## src/rtl/rgb_3x3_sharpen_convolution_defines.svh

```systemverilog
// Assertion macros for the sharpen filter RTL.
`ifndef RGB_3X3_SHARPEN_CONVOLUTION_DEFINES_SVH
`define RGB_3X3_SHARPEN_CONVOLUTION_DEFINES_SVH

// Same-cycle implication, disabled while reset is asserted.
`define RGBSH_ASSERT_IMP(label, clk, rst_n, ante, cons, msg) \
	label: assert property (@(posedge clk) disable iff (!rst_n) (ante) |-> (cons)) \
		else $error(msg);

// Next-cycle implication, disabled while reset is asserted.
`define RGBSH_ASSERT_NXT(label, clk, rst_n, ante, cons, msg) \
	label: assert property (@(posedge clk) disable iff (!rst_n) (ante) |=> (cons)) \
		else $error(msg);

`endif

```

## src/rtl/rgbsh_pkg.sv

```systemverilog
// Types and constants of the RGB 3x3 sharpen filter.
package rgbsh_pkg;

	localparam int PIX_W          = 24;
	localparam int CH_W           = 8;
	localparam int NUM_CH         = 3;
	localparam int CH_MAX         = 255;
	localparam int KERNEL_CENTER  = 10;

	localparam int FRAME_WIDTH_W  = 11;
	localparam int FRAME_HEIGHT_W = 12;
	localparam logic [FRAME_WIDTH_W-1:0]  FRAME_WIDTH_RST  = 11'd640;
	localparam logic [FRAME_HEIGHT_W-1:0] FRAME_HEIGHT_RST = 12'd480;

	// APB register map: register i at byte address 4*i
	localparam int ADDR_W    = 3;
	localparam int DATA_W    = 32;
	localparam int REG_IDX_W = 1;
	localparam logic [REG_IDX_W-1:0] REG_FRAME_WIDTH  = 1'b0;
	localparam logic [REG_IDX_W-1:0] REG_FRAME_HEIGHT = 1'b1;

	// Result slots released by one pixel, in output order
	localparam int NUM_SLOTS       = 4;
	localparam int SLOT_ABOVE_LEFT = 0;
	localparam int SLOT_ABOVE      = 1;
	localparam int SLOT_LEFT       = 2;
	localparam int SLOT_SELF       = 3;

	typedef logic [PIX_W-1:0] pixel_t;

	// win[row][col]: row 0 is two rows up, col 0 is two columns left
	typedef logic [2:0][2:0][PIX_W-1:0] window_t;

	// Offset of the 3x3 tap frame inside the zero-padded 4x4 window
	typedef struct packed {
		logic row_ofs;
		logic col_ofs;
	} tap_sel_t;

	typedef struct packed {
		logic row_ge1;
		logic row_ge2;
		logic col_zero;
		logic last_col;
		logic last_row;
	} pix_flags_t;

endpackage

```

## src/rtl/rgbsh_kernel.sv

```systemverilog
// Sharpen kernel on one 3x3 tap frame of the window, all three channels.
module rgbsh_kernel (
	input  rgbsh_pkg::window_t  win,
	input  rgbsh_pkg::tap_sel_t sel,
	output rgbsh_pkg::pixel_t   pix
);
	import rgbsh_pkg::*;

	localparam int SUM_W       = 12;
	localparam int DIFF_W      = SUM_W + 1;
	localparam int CENTER_GAIN = KERNEL_CENTER + 1;

	logic [3:0][3:0][PIX_W-1:0] ext;
	logic [2:0][2:0][PIX_W-1:0] tap;

	// Window padded with a zero row below and a zero column right
	always_comb begin
		for (int i = 0; i < 4; i++) begin
			for (int j = 0; j < 4; j++) begin
				ext[i][j] = '0;
			end
		end
		for (int i = 0; i < 3; i++) begin
			for (int j = 0; j < 3; j++) begin
				ext[i][j] = win[i][j];
			end
		end
	end

	always_comb begin
		for (int i = 0; i < 3; i++) begin
			for (int j = 0; j < 3; j++) begin
				if (sel.row_ofs) begin
					tap[i][j] = sel.col_ofs ? ext[i+1][j+1] : ext[i+1][j];
				end else begin
					tap[i][j] = sel.col_ofs ? ext[i][j+1] : ext[i][j];
				end
			end
		end
	end

	for (genvar ch = 0; ch < NUM_CH; ch++) begin : g_ch
		logic [2:0][SUM_W-1:0]    row_sum;
		logic [SUM_W-1:0]         total;
		logic [SUM_W-1:0]         ctr_gain;
		logic signed [DIFF_W-1:0] diff;
		logic [DIFF_W-3:0]        half;

		// 10*center - neighbors == 11*center - sum of all nine taps
		always_comb begin
			for (int i = 0; i < 3; i++) begin
				row_sum[i] = SUM_W'(tap[i][0][ch*CH_W +: CH_W])
					+ SUM_W'(tap[i][1][ch*CH_W +: CH_W])
					+ SUM_W'(tap[i][2][ch*CH_W +: CH_W]);
			end
			total    = row_sum[0] + row_sum[1] + row_sum[2];
			ctr_gain = SUM_W'(tap[1][1][ch*CH_W +: CH_W]) * SUM_W'(CENTER_GAIN);
			diff     = $signed({1'b0, ctr_gain}) - $signed({1'b0, total});
			half     = diff[DIFF_W-2:1];
			// negative sums truncate toward zero and clamp to zero alike
			if (diff[DIFF_W-1] || (diff == '0)) begin
				pix[ch*CH_W +: CH_W] = '0;
			end else if (half > (DIFF_W-2)'(CH_MAX)) begin
				pix[ch*CH_W +: CH_W] = CH_W'(CH_MAX);
			end else begin
				pix[ch*CH_W +: CH_W] = half[CH_W-1:0];
			end
		end
	end

endmodule

```

## config.mk

```make
export PLATFORM = sky130hd
export DESIGN_NAME = rgbsh_kernel
export DESIGN_NICKNAME = d
export VERILOG_FILES = /design/src/rtl/rgb_3x3_sharpen_convolution_defines.svh /design/src/rtl/rgbsh_pkg.sv /design/src/rtl/rgbsh_kernel.sv
export SDC_FILE = /design/constraint.sdc
export NUM_CORES = 1
export LEC_CHECK = 0
export ABC_CLOCK_PERIOD_IN_PS = 6300
export BUFFER_PORTS_ARGS = -buffer_cell sky130_fd_sc_hd__buf_2
export CAP_MARGIN = 15
export CELL_PAD_IN_SITES_DETAIL_PLACEMENT = 1
export CELL_PAD_IN_SITES_GLOBAL_PLACEMENT = 2
export CORE_UTILIZATION = 31
export DETAILED_ROUTE_END_ITERATION = 8
export GPL_ROUTABILITY_DRIVEN = 0
export PLACE_DENSITY_LB_ADDON = 0.1
export SLEW_MARGIN = 20
export SYNTH_ARGS = -nofsm -noshare
export SYNTH_HDL_FRONTEND = slang
export SYNTH_SLANG_ARGS = --single-unit
```

## constraint.sdc

```tcl
create_clock -name vclk -period 6.3
set_input_delay 0.63 -clock vclk [all_inputs]
set_output_delay 0.63 -clock vclk [all_outputs]
set_load 0.05 [all_outputs]
```

After elaboration in Yosys (flattened, before gate mapping)
Index checks and enable logic that the tools add are counted.

storage, ports and cells
  word-level logic and storage cells = 63
  flip-flop bits (word level) = 0
  bits of input ports = 218
  output and inout port bits = 24

operators by class
  reduce and logical (&&, ||, !) cells = 6
  multipliers = 3
  add/sub/neg operators = 27
  mux-type cells = 24
  magnitude comparators = 3

operators with widths
  operator                                                         number
  two-way mux 24 bit                                               18
  adder 9 x 8 -> 10 bit                                            9
  adder 8 x 8 -> 9 bit                                             9
  two-way mux 8 bit                                                6
  logical NOT 13 bit                                               3
  subtractor 12 x 12 -> 13 bit                                     3
  adder 11 x 10 -> 12 bit                                          3
  multiplier 8 x 4 -> 12 bit (second input constant)               3
  adder 10 x 10 -> 11 bit                                          3
  greater-than comparator 11 x 8 -> 1 bit (second input constant)  3
  logical OR 1 bit                                                 3

Logic depth before layout (Yosys ltp)
Gate-level depths: netlist of run 1.

  word-level depth = 10
  gate-level depth with buffers = 25

Worst setup path after synthesis of run 1
No wires, ideal clock.

  path kind = input to output
  from = input sel[1] in the netlist's numbering
  to = output pix[16]
  path slack = -984 ps
  required time = 5670 ps
  buffers on the path = 4
  arrival = 6654 ps
  cell stages on the path = 23
  cell sequence = buf_2 buf_2 buf_2 buf_2 mux2i_1 o21ai_0 fa_1 fa_1 inv_1 fa_1 inv_1 fa_1 fa_1 inv_1 ha_1 inv_1 fa_1 nand2b_1 a211oi_1 nor2_1 xnor2_1 nor4_4 a21oi_1

between the ends
  cells in the longest elaborated chain, start to end = 9
  elaborated cells on any way between the ends = 24
  classes of those cells = add/sub (9); mul (1); order compare (1); mux (11); reduce/logical (2)

RTL lines
  what                                                                                  line                                    source
  start: declaration                                                                    rgbsh_kernel.sv:4                       input rgbsh_pkg::tap_sel_t sel,
  two-way mux 24 bit                                                                    rgbsh_kernel.sv:33                      if (sel.row_ofs) begin
  adder 8 x 8 -> 9 bit                                                                  rgbsh_kernel.sv:53                      + SUM_W'(tap[i][1][ch*CH_W +: CH_W])
  adder 9 x 8 -> 10 bit                                                                 rgbsh_kernel.sv:54                      + SUM_W'(tap[i][2][ch*CH_W +: CH_W]);
  adder 10 x 10 -> 11 bit                                                               rgbsh_kernel.sv:56                      total = row_sum[0] + row_sum[1] + row_sum[2];
  adder 11 x 10 -> 12 bit                                                               rgbsh_kernel.sv:56
  subtractor 12 x 12 -> 13 bit (*)                                                      rgbsh_kernel.sv:58                      diff = $signed({1'b0, ctr_gain}) - $signed({1'b0, total});
  greater-than comparator 11 x 8 -> 1 bit / logical NOT 13 bit (equally long branches)  rgbsh_kernel.sv:63, rgbsh_kernel.sv:61
  two-way mux 8 bit / logical OR 1 bit (equally long branches)                          rgbsh_kernel.sv:63, rgbsh_kernel.sv:61
  two-way mux 8 bit (*)                                                                 rgbsh_kernel.sv:61                      if (diff[DIFF_W-1] || (diff == '0)) begin
  end: declaration                                                                      rgbsh_kernel.sv:5                       output rgbsh_pkg::pixel_t pix

Every way passes the cells marked *; elsewhere a longest branch is shown, timed or not.

Worst setup path after layout of run 1
  from = input sel[1] in the netlist's numbering
  to = output pix[14]

The elaborated chain is that of the path after synthesis.

==> results of run 1 <==
## synthesized netlist by cell type, types with 11 or more instances
cell,n
a211oi_1,16
a21oi_1,65
and2_1,24
buf_2,24
clkbuf_1,20
fa_1,228
ha_1,75
inv_1,276
mux2_2,38
mux2i_1,134
nand2_1,83
nor2_1,80
nor2b_1,14
o21ai_0,78
or2_2,34
xnor2_1,16
xor2_1,11
## timing repair
| item | in CTS | in global routing |
|---|---|---|
| endpoints found under the setup margin | 24 | 24 |
| gates resized for setup | 190 | 105 |
| gates cloned | 4 | 2 |
| buffers inserted | 23 | 10 |
| pin swaps | 64 | 62 |
| hold buffers | 0 | 0 |
## routing by layer
layer	share of wire (%)	track usage (%)	up-vias
met5	0	0	-
met4	0.49	0.7268	0
met3	2.1	0.3819	8
met2	54	38.86	158
met1	43	26.59	5122
li1	-	-	4972
## placed cells by master (no fill, tap or decap), types with 7 or more instances in the layout
master and n:
inv_1 255, buf_2 216, buf_4 214, fa_1 204, mux2i_1 117, nand2_1 80
nor2_1 78, ha_1 58, buf_6 44, o21ai_0 37, o21ai_1 29, mux2_2 28
a21oi_1 28, or2_2 28, fa_2 24, and2_1 23, a21oi_4 23, inv_2 21
buf_12 19, ha_4 17, a21oi_2 14, nor2b_1 12, o21ai_2 12, xnor2_1 11
xor2_1 11, mux2i_2 11, mux2_4 10, mux4_2 10, a211oi_2 8, buf_16 7
## worst paths after layout
path / to / slack [ns] / startpoint
worst max-delay path: pix[14] / -0.31 / sel[1]
worst min-delay path: pix[0] / 2.22 / win[0]
## logic make-up after synthesis
kind of cell | after synthesis | share of synthesized area [%]
buffers and inverters | 332 | 11.37
and+or+nand+nor | 254 | 10.75
muxes | 182 | 17.67
adders and majority gates | 303 | 48.74
AOI/OAI and AO/OA | 188 | 9.376
xor gates and xnor gates | 27 | 2.095
## per-stage QoR
step,instance area [um2],setup TNS [ns],cells
6_report,16520,-6.407,2198
5_1_grt,16520,-11.42,2198
4_1_cts,15990,-7.457,2187
3_5_place_dp,15050,-16.85,2164
3_3_place_gp,15050,-16.07,2164
2_1_floorplan,11650,-12.01,1286
## area by class of cell
| cell class | count | area (um2) | share of cell area, % |
|---|---|---|---|
| Multi-Input combinational cell | 954 | 11040 | 66.81 |
| Antenna cell | 1 | 2.502 | 0.01515 |
| Tap cell | 461 | 576.8 | 3.492 |
| Inverter | 276 | 1036 | 6.272 |
| Timing Repair Buffer | 506 | 3866 | 23.41 |
==> results.py, run 1 <==
metrics = {
    "setup_path": {
        "cp_data_arrival_time_ns": 5.98,
        "critPathMaxStageDelay_ns": 0.61,
        "critical_path_required_ns": 5.67,
        "startpoint_type": "input port",
        "critical-path-top-delay-family": "adder cells",
        "cp_num_buf_inv": 6,
        "crit_top_cell": "fa_1",
        "crit_path_top_delay_cell": "fa_1",
        "path_max_fanout": 8,
        "critPathKind": "input port to primary output",
        "cp.depth": 20,
        "path_cells": "buf_16 -> buf_12 -> buf_8 -> buf_6 -> mux2i_4 -> or2_4 -> fa_1 -> fa_2 -> fa_1 -> fa_1 -> fa_2 -> ha_4 -> a211oi_4 -> o21ai_4 -> a221oi_4 -> xnor2_2 -> nor3_4 -> buf_12 -> a21oi_4 -> buf_6",
        "critPathCaptureType": "primary output",
    },
    "detailed_routing": {
        "drcViolationCount": 33,
        "drt_iter0_drc": 262,
        "avgViaCountPerCell": 4.668,
        "postRouteAntennaNets": 0,
        "routed_wl_um": 36840,
        "wire_per_inst_um": 16.76,
        "first_pass_iters": 6,
        "vias": 10260,
    },
    "floorplanning": {
        "start_util_pct": 31.59,
        "chipHeight_um": 192.8,
        "fp.dieArea_um2": 37190,
        "io-pin-count": 242,
        "die_width_um": 192.8,
        "core_area_um2": 35740,
        "rows": 69,
    },
    "final_layout": {
        "clkbuf_count": 0,
        "fin_util_pct": 46.21,
        "n_sequential_cell": 0,
        "syn_to_final_growth_pct": 46.30,
        "regArea_um2": 0,
        "layout-drive-gt1-share_pct": 43.49,
        "final.fill_count": 4205,
        "fin_nets": 2259,
    },
    "hold_path": {
        "hold_path.class": "input port to primary output",
        "holdPathStages": 8,
    },
    "outcome": {
        "violations": "design-rule violations, negative setup slack",
        "run_status": "complete, but fails checks",
    },
    "logic_synthesis": {
        "synth_cell_types": 39,
        "syn_nets": 1807,
        "post-synth-top-area-fraction_pct": 40.43,
        "postSynthAreaPerCell_um2": 8.779,
        "synth_area_leader_cell": "fa_1",
        "ys_warn_count": 0,
        "seq_area_frac_synth_pct": 0,
        "ys_top_cells_by_area": "fa_1 (40%), mux2i_1 (12%), inv_1 (9.2%), ha_1 (8.3%), mux2_2 (3.8%)",
        "netlist_instances": 1286,
        "syn_area_um2": 11290,
    },
    "grt": {
        "antenna_found_initial": 1,
        "grt_max_degree": 40,
        "grt_pass1_wl_um": 59630,
        "gr-total-overflow": 0,
        "track_usage_pct": 20.33,
        "grt_pass1_vias": 11650,
    },
    "timing": {
        "worst_slack_ns": -0.3072,
        "hold_viol": 0,
        "period_share_pct": 104.9,
        "rsz0062_at_grt": "yes",
        "finalCriticalPeriod_ns": 6.607,
        "relSlewSlack_pct": 66.30,
        "finalSetupViolations": 24,
        "max_freq_mhz": 151.4,
        "holdWs_ns": 2.217,
        "timing.final.max_slew_violations": 0,
        "tightest_slew_ns": 0.5019,
    },
    "run": {
        "maxCapViolCount": 0,
    },
    "placement": {
        "hpwl_um": 32510,
        "place_ws_ns": -0.7546,
        "port-buffer-count": 242,
    },
}
Power of run 1 is left out: the tool's default activity adds up to more than one toggle a clock period on the data nets, which glitch-free logic cannot reach.
==> run 2: changes to the inputs <==
Settings changed: PLACE_DENSITY from default to 0.82, PLACE_DENSITY_LB_ADDON 0.1 to default, SETUP_SLACK_MARGIN from default to 0.4.
==> run 2 against run 1 <==
- the flow still finishes with violations (design-rule violations, negative setup slack)
- via count grew 0.92%
- sequential share of layout area is the same
- final area shrank 1.1%
- global-route usage shrank 0.47 points
- hold slack lost 0.011 ns
- die area is the same
- core utilization shrank 0.51 points
- maximum frequency shrank 1.8%
- critical path depth grew 3
- routed wire length grew 1.5%
- first-iteration DRC count grew 6.1%
- largest cell class unchanged
- highest routed layer unchanged
==> results.py, run 2 (synthesis results as in run 1) <==
metrics = {
    "detailed_routing": {
        "wire_per_inst_um": 17.03,
        "drt_iter0_drc": 278,
        "first_pass_iters": 6,
        "postRouteAntennaNets": 0,
        "vias": 10350,
        "drcViolationCount": 27,
        "routed_wl_um": 37390,
        "avgViaCountPerCell": 4.717,
    },
    "floorplanning": {
        "fp.dieArea_um2": 37190,
        "start_util_pct": 31.59,
        "core_area_um2": 35740,
        "rows": 69,
        "chipHeight_um": 192.8,
        "io-pin-count": 242,
        "die_width_um": 192.8,
    },
    "final_layout": {
        "final.fill_count": 4199,
        "syn_to_final_growth_pct": 44.68,
        "layout-drive-gt1-share_pct": 43.19,
        "layout_commonest_cell": "inv_1",
        "mostFrequentLayoutCells": "inv_1 (254), buf_2 (216), buf_4 (215)",
        "fin_util_pct": 45.70,
        "fin_nets": 2257,
        "clkbuf_count": 0,
        "regArea_um2": 0,
        "diodes": 0,
        "n_sequential_cell": 0,
    },
    "timing": {
        "timing.final.max_slew_violations": 0,
        "hold_viol": 0,
        "tightest_slew_ns": 0.3896,
        "finalCriticalPeriod_ns": 6.727,
        "rsz0062_at_grt": "yes",
        "finalSetupViolations": 24,
        "worst_slack_ns": -0.4269,
        "period_share_pct": 106.8,
        "max_freq_mhz": 148.7,
        "relSlewSlack_pct": 74.03,
    },
    "placement": {
        "hpwl_um": 31570,
        "port-buffer-count": 242,
    },
    "grt": {
        "grt_max_degree": 38,
        "grt_pass1_vias": 11920,
        "grt_pass1_wl_um": 58510,
        "antenna_found_initial": 0,
        "track_usage_pct": 19.86,
        "gr-total-overflow": 0,
    },
    "hold_path": {
        "min_to": "pix[0]",
        "hp-start": "win[0]",
        "hold_path.class": "input port to primary output",
        "holdPathStages": 8,
    },
    "outcome": {
        "run_status": "complete, but fails checks",
        "violations": "design-rule violations, negative setup slack",
    },
    "setup_path": {
        "cp_data_arrival_time_ns": 6.10,
        "critical_path_required_ns": 5.67,
        "startpoint_type": "input port",
        "path_max_fanout": 8,
        "critPathKind": "input port to primary output",
        "critPathCaptureType": "primary output",
    },
    "run": {
        "maxCapViolCount": 0,
    },
}
-- run 2: how the worst max path moves through the flow --
stage / slack [ns] / cells after the start / from / end
6_report: -0.43 / 23 / sel[1] / pix[19]
5_1_grt: -0.58 / 24 / sel[1] / pix[19]
4_1_cts: -0.43 / 24 / sel[1] / pix[19]
2_1_floorplan: -0.56 / 21 / sel[1] / pix[16]
3_3_place_gp: -0.63 / 25 / sel[1] / pix[19]
3_5_place_dp: -0.81 / 22 / sel[1] / pix[6]
-- run 2: what timing repair did --
action                                  CTS  global route
buffers inserted                         32            17
hold buffers                              0             0
endpoints found under the setup margin   24            24
gates resized for setup                 158           116
pin swaps                                58            74
endpoints found under the hold margin     0             0
cloned                                    2             0
-- run 2: metrics by stage --
stage          worst slack (ns)  setup TNS, ns  hold slack, ns  instances  area (um2)
2_1_floorplan           -0.5632         -12.01           1.886       1286       11650
3_3_place_gp            -0.6292         -14.32           2.271       2144       14840
3_5_place_dp            -0.8060         -17.77           2.264       2144       14840
4_1_cts                 -0.4337         -8.985           2.223       2178       15770
5_1_grt                 -0.5756         -11.85           2.276       2195       16330
6_report                -0.4269         -8.022           2.206       2195       16330
-- run 2: per-layer routing --
| layer | GRT usage, % | vias to the layer above | share of wire [%] |
|---|---|---|---|
| met5 | 0 | - | 0 |
| met4 | 2.120 | 0 | 1.3 |
| met3 | 0.2910 | 34 | 1.7 |
| met2 | 40.27 | 174 | 57 |
| met1 | 23.58 | 5187 | 40 |
| li1 | - | 4959 | - |
-- run 2: final cells by class --
| type | instances | area [um2] | share of cell area (%) |
|---|---|---|---|
| inverters | 276 | 1036 | 6.343 |
| well taps | 461 | 576.8 | 3.531 |
| repair buffers | 504 | 3777 | 23.13 |
| multi-input cells | 954 | 10940 | 67.00 |
-- run 2: critical path, cell delays in order --
cell and delay, ns:
buf_12 0.10, buf_12 0.13, buf_12 0.12, buf_8 0.11, buf_6 0.10, mux4_2 0.50, fa_1 0.57, inv_2 0.04
fa_2 0.52, inv_2 0.04, fa_1 0.47, fa_1 0.53, inv_2 0.04, fa_1 0.50, ha_4 0.31, nand4_1 0.17
a211oi_4 0.32, nor2_2 0.09, xnor2_2 0.15, nor4_4 0.20, buf_12 0.20, a21oi_4 0.07, buf_6 0.16
Power of run 2 is left out for the same reason.
==> run 3: changes to the inputs <==
==> constraint.sdc (replaced) <==
create_clock -name vclk -period 6.3
set_input_delay 0 -clock vclk [all_inputs]
set_output_delay 0 -clock vclk [all_outputs]
set_load 0.05 [all_outputs]
==> run 3 against run 2 <==
- the run ends with design-rule violations left
- flip-flop and latch count unchanged
- via count decreased by 9.3%
- global-route usage decreased by 2.9 points
- hold slack worse by 1.3 ns
- first-iteration DRC count rose by 6.1%
- maximum frequency grew 19%
- critical endpoint is now pix[20]
- largest cell class unchanged
==> results.py, run 3 (synthesis results as in run 1) <==
metrics = {
    "hold_path": {
        "hp-start": "win[24]",
        "holdPathStages": 7,
        "hold_path.class": "input port to primary output",
        "min_to": "pix[0]",
    },
    "final_layout": {
        "regArea_um2": 0,
        "clkbuf_count": 0,
        "n_sequential_cell": 0,
        "fin_nets": 2040,
        "mostFrequentLayoutCells": "inv_1 (276), fa_1 (226), buf_2 (222)",
        "layout_commonest_cell": "inv_1",
        "diodes": 0,
        "layout-drive-gt1-share_pct": 26.70,
        "syn_to_final_growth_pct": 20.39,
    },
    "detailed_routing": {
        "first_pass_iters": 6,
        "wire_per_inst_um": 16.02,
        "avgViaCountPerCell": 4.745,
        "drt_iter0_drc": 295,
        "drcViolationCount": 26,
        "postRouteAntennaNets": 0,
        "routed_wl_um": 31680,
        "vias": 9386,
    },
    "timing": {
        "timing.final.max_slew_violations": 0,
        "finalCriticalPeriod_ns": 5.662,
        "rsz0062_at_grt": "no",
        "tightest_slew_ns": 0.5855,
        "finalSetupViolations": 0,
        "hold_viol": 0,
        "period_share_pct": 89.87,
        "relSlewSlack_pct": 60.97,
        "max_freq_mhz": 176.6,
        "holdWs_ns": 0.9097,
        "fin_setup_tns_ns": 0,
    },
    "setup_path": {
        "critPathKind": "input port to primary output",
        "cp_data_arrival_time_ns": 5.66,
        "path_max_fanout": 19,
        "critical_path_required_ns": 6.30,
        "startpoint_type": "input port",
        "critPathCaptureType": "primary output",
    },
    "grt": {
        "grt_pass1_wl_um": 50870,
        "gr-total-overflow": 0,
        "antenna_found_initial": 0,
        "grt_max_degree": 66,
        "grt_pass1_vias": 10340,
        "track_usage_pct": 16.98,
    },
    "outcome": {
        "violations": "design-rule violations",
        "run_status": "complete, but fails checks",
    },
    "run": {
        "maxCapViolCount": 0,
    },
    "floorplanning": {
        "core_area_um2": 35740,
        "fp.dieArea_um2": 37190,
        "chipHeight_um": 192.8,
        "io-pin-count": 242,
        "start_util_pct": 31.59,
        "die_width_um": 192.8,
        "rows": 69,
    },
    "placement": {
        "hpwl_um": 28130,
        "port-buffer-count": 242,
    },
}
==> run 3: changes by cell type in the layout (fill, tap and decap cells not counted), sizes merged <==
| cell | change |
|---|---|
| clkbuf | +2 |
| buf | -219 |
==> run 3: through the flow <==
step | setup WS [ns] | instances | utilization, % | instance area (um2)
floorplan | 0.2758 | 1286 | - | 11350
global placement | 0.2209 | 1966 | 37.03 | 13230
detailed placement | 0.1534 | 1966 | 37.03 | 13230
CTS | 0.3922 | 1969 | 37.31 | 13330
global route | 0.3851 | 1978 | 38.03 | 13590
finish | 0.6379 | 1978 | 38.03 | 13590
==> run 3: worst max path at each step <==
stage	start	end	slack, ns	depth (start not counted)
final	sel[1]	pix[20]	0.64	24
after global placement	sel[1]	pix[20]	0.22	24
after CTS	sel[1]	pix[20]	0.39	22
after floorplan	sel[1]	pix[16]	0.28	23
after detailed placement	sel[1]	pix[20]	0.15	22
after global routing	sel[1]	pix[20]	0.39	23
==> run 3: worst max-delay path: stages <==
cell	delay (ns)
buf_16	0.17
buf_16	0.17
nor2_2	0.05
buf_4	0.20
and2_1	0.19
fa_1	0.53
inv_1	0.05
fa_1	0.46
fa_1	0.49
inv_1	0.05
fa_1	0.51
fa_1	0.41
inv_1	0.07
ha_1	0.19
inv_1	0.08
fa_1	0.45
nand2b_1	0.20
a211oi_2	0.30
nor2_1	0.12
xnor2_2	0.16
nor4_4	0.27
buf_6	0.18
a21oi_1	0.11
buf_4	0.20
==> run 3: final cells by class <==
cell class	instances	area [um2]
Fill cell	4312	22150
Multi-Input combinational cell	954	10120
Timing Repair Buffer	287	1854
Inverter	276	1036
Tap cell	461	576.8
==> run 3: what timing repair did <==
item                                    in CTS  in global routing
gates cloned                                 1                  3
pin swaps                                    2                  6
endpoints found under the setup margin      24                 24
buffers inserted                             2                  6
resized for setup                            7                 60
hold buffers                                 0                  0
hold endpoints to repair                     0                  0
==> run 3: metal layers <==
layer	part of all wire (%)	vias to the layer above	global-route usage, %
met2	54	139	32.44
met4	0.83	0	1.272
met3	2.4	18	0.5274
met5	0	-	0
li1	-	4522	-
met1	43	4707	21.83
Power of run 3 is left out for the same reason.
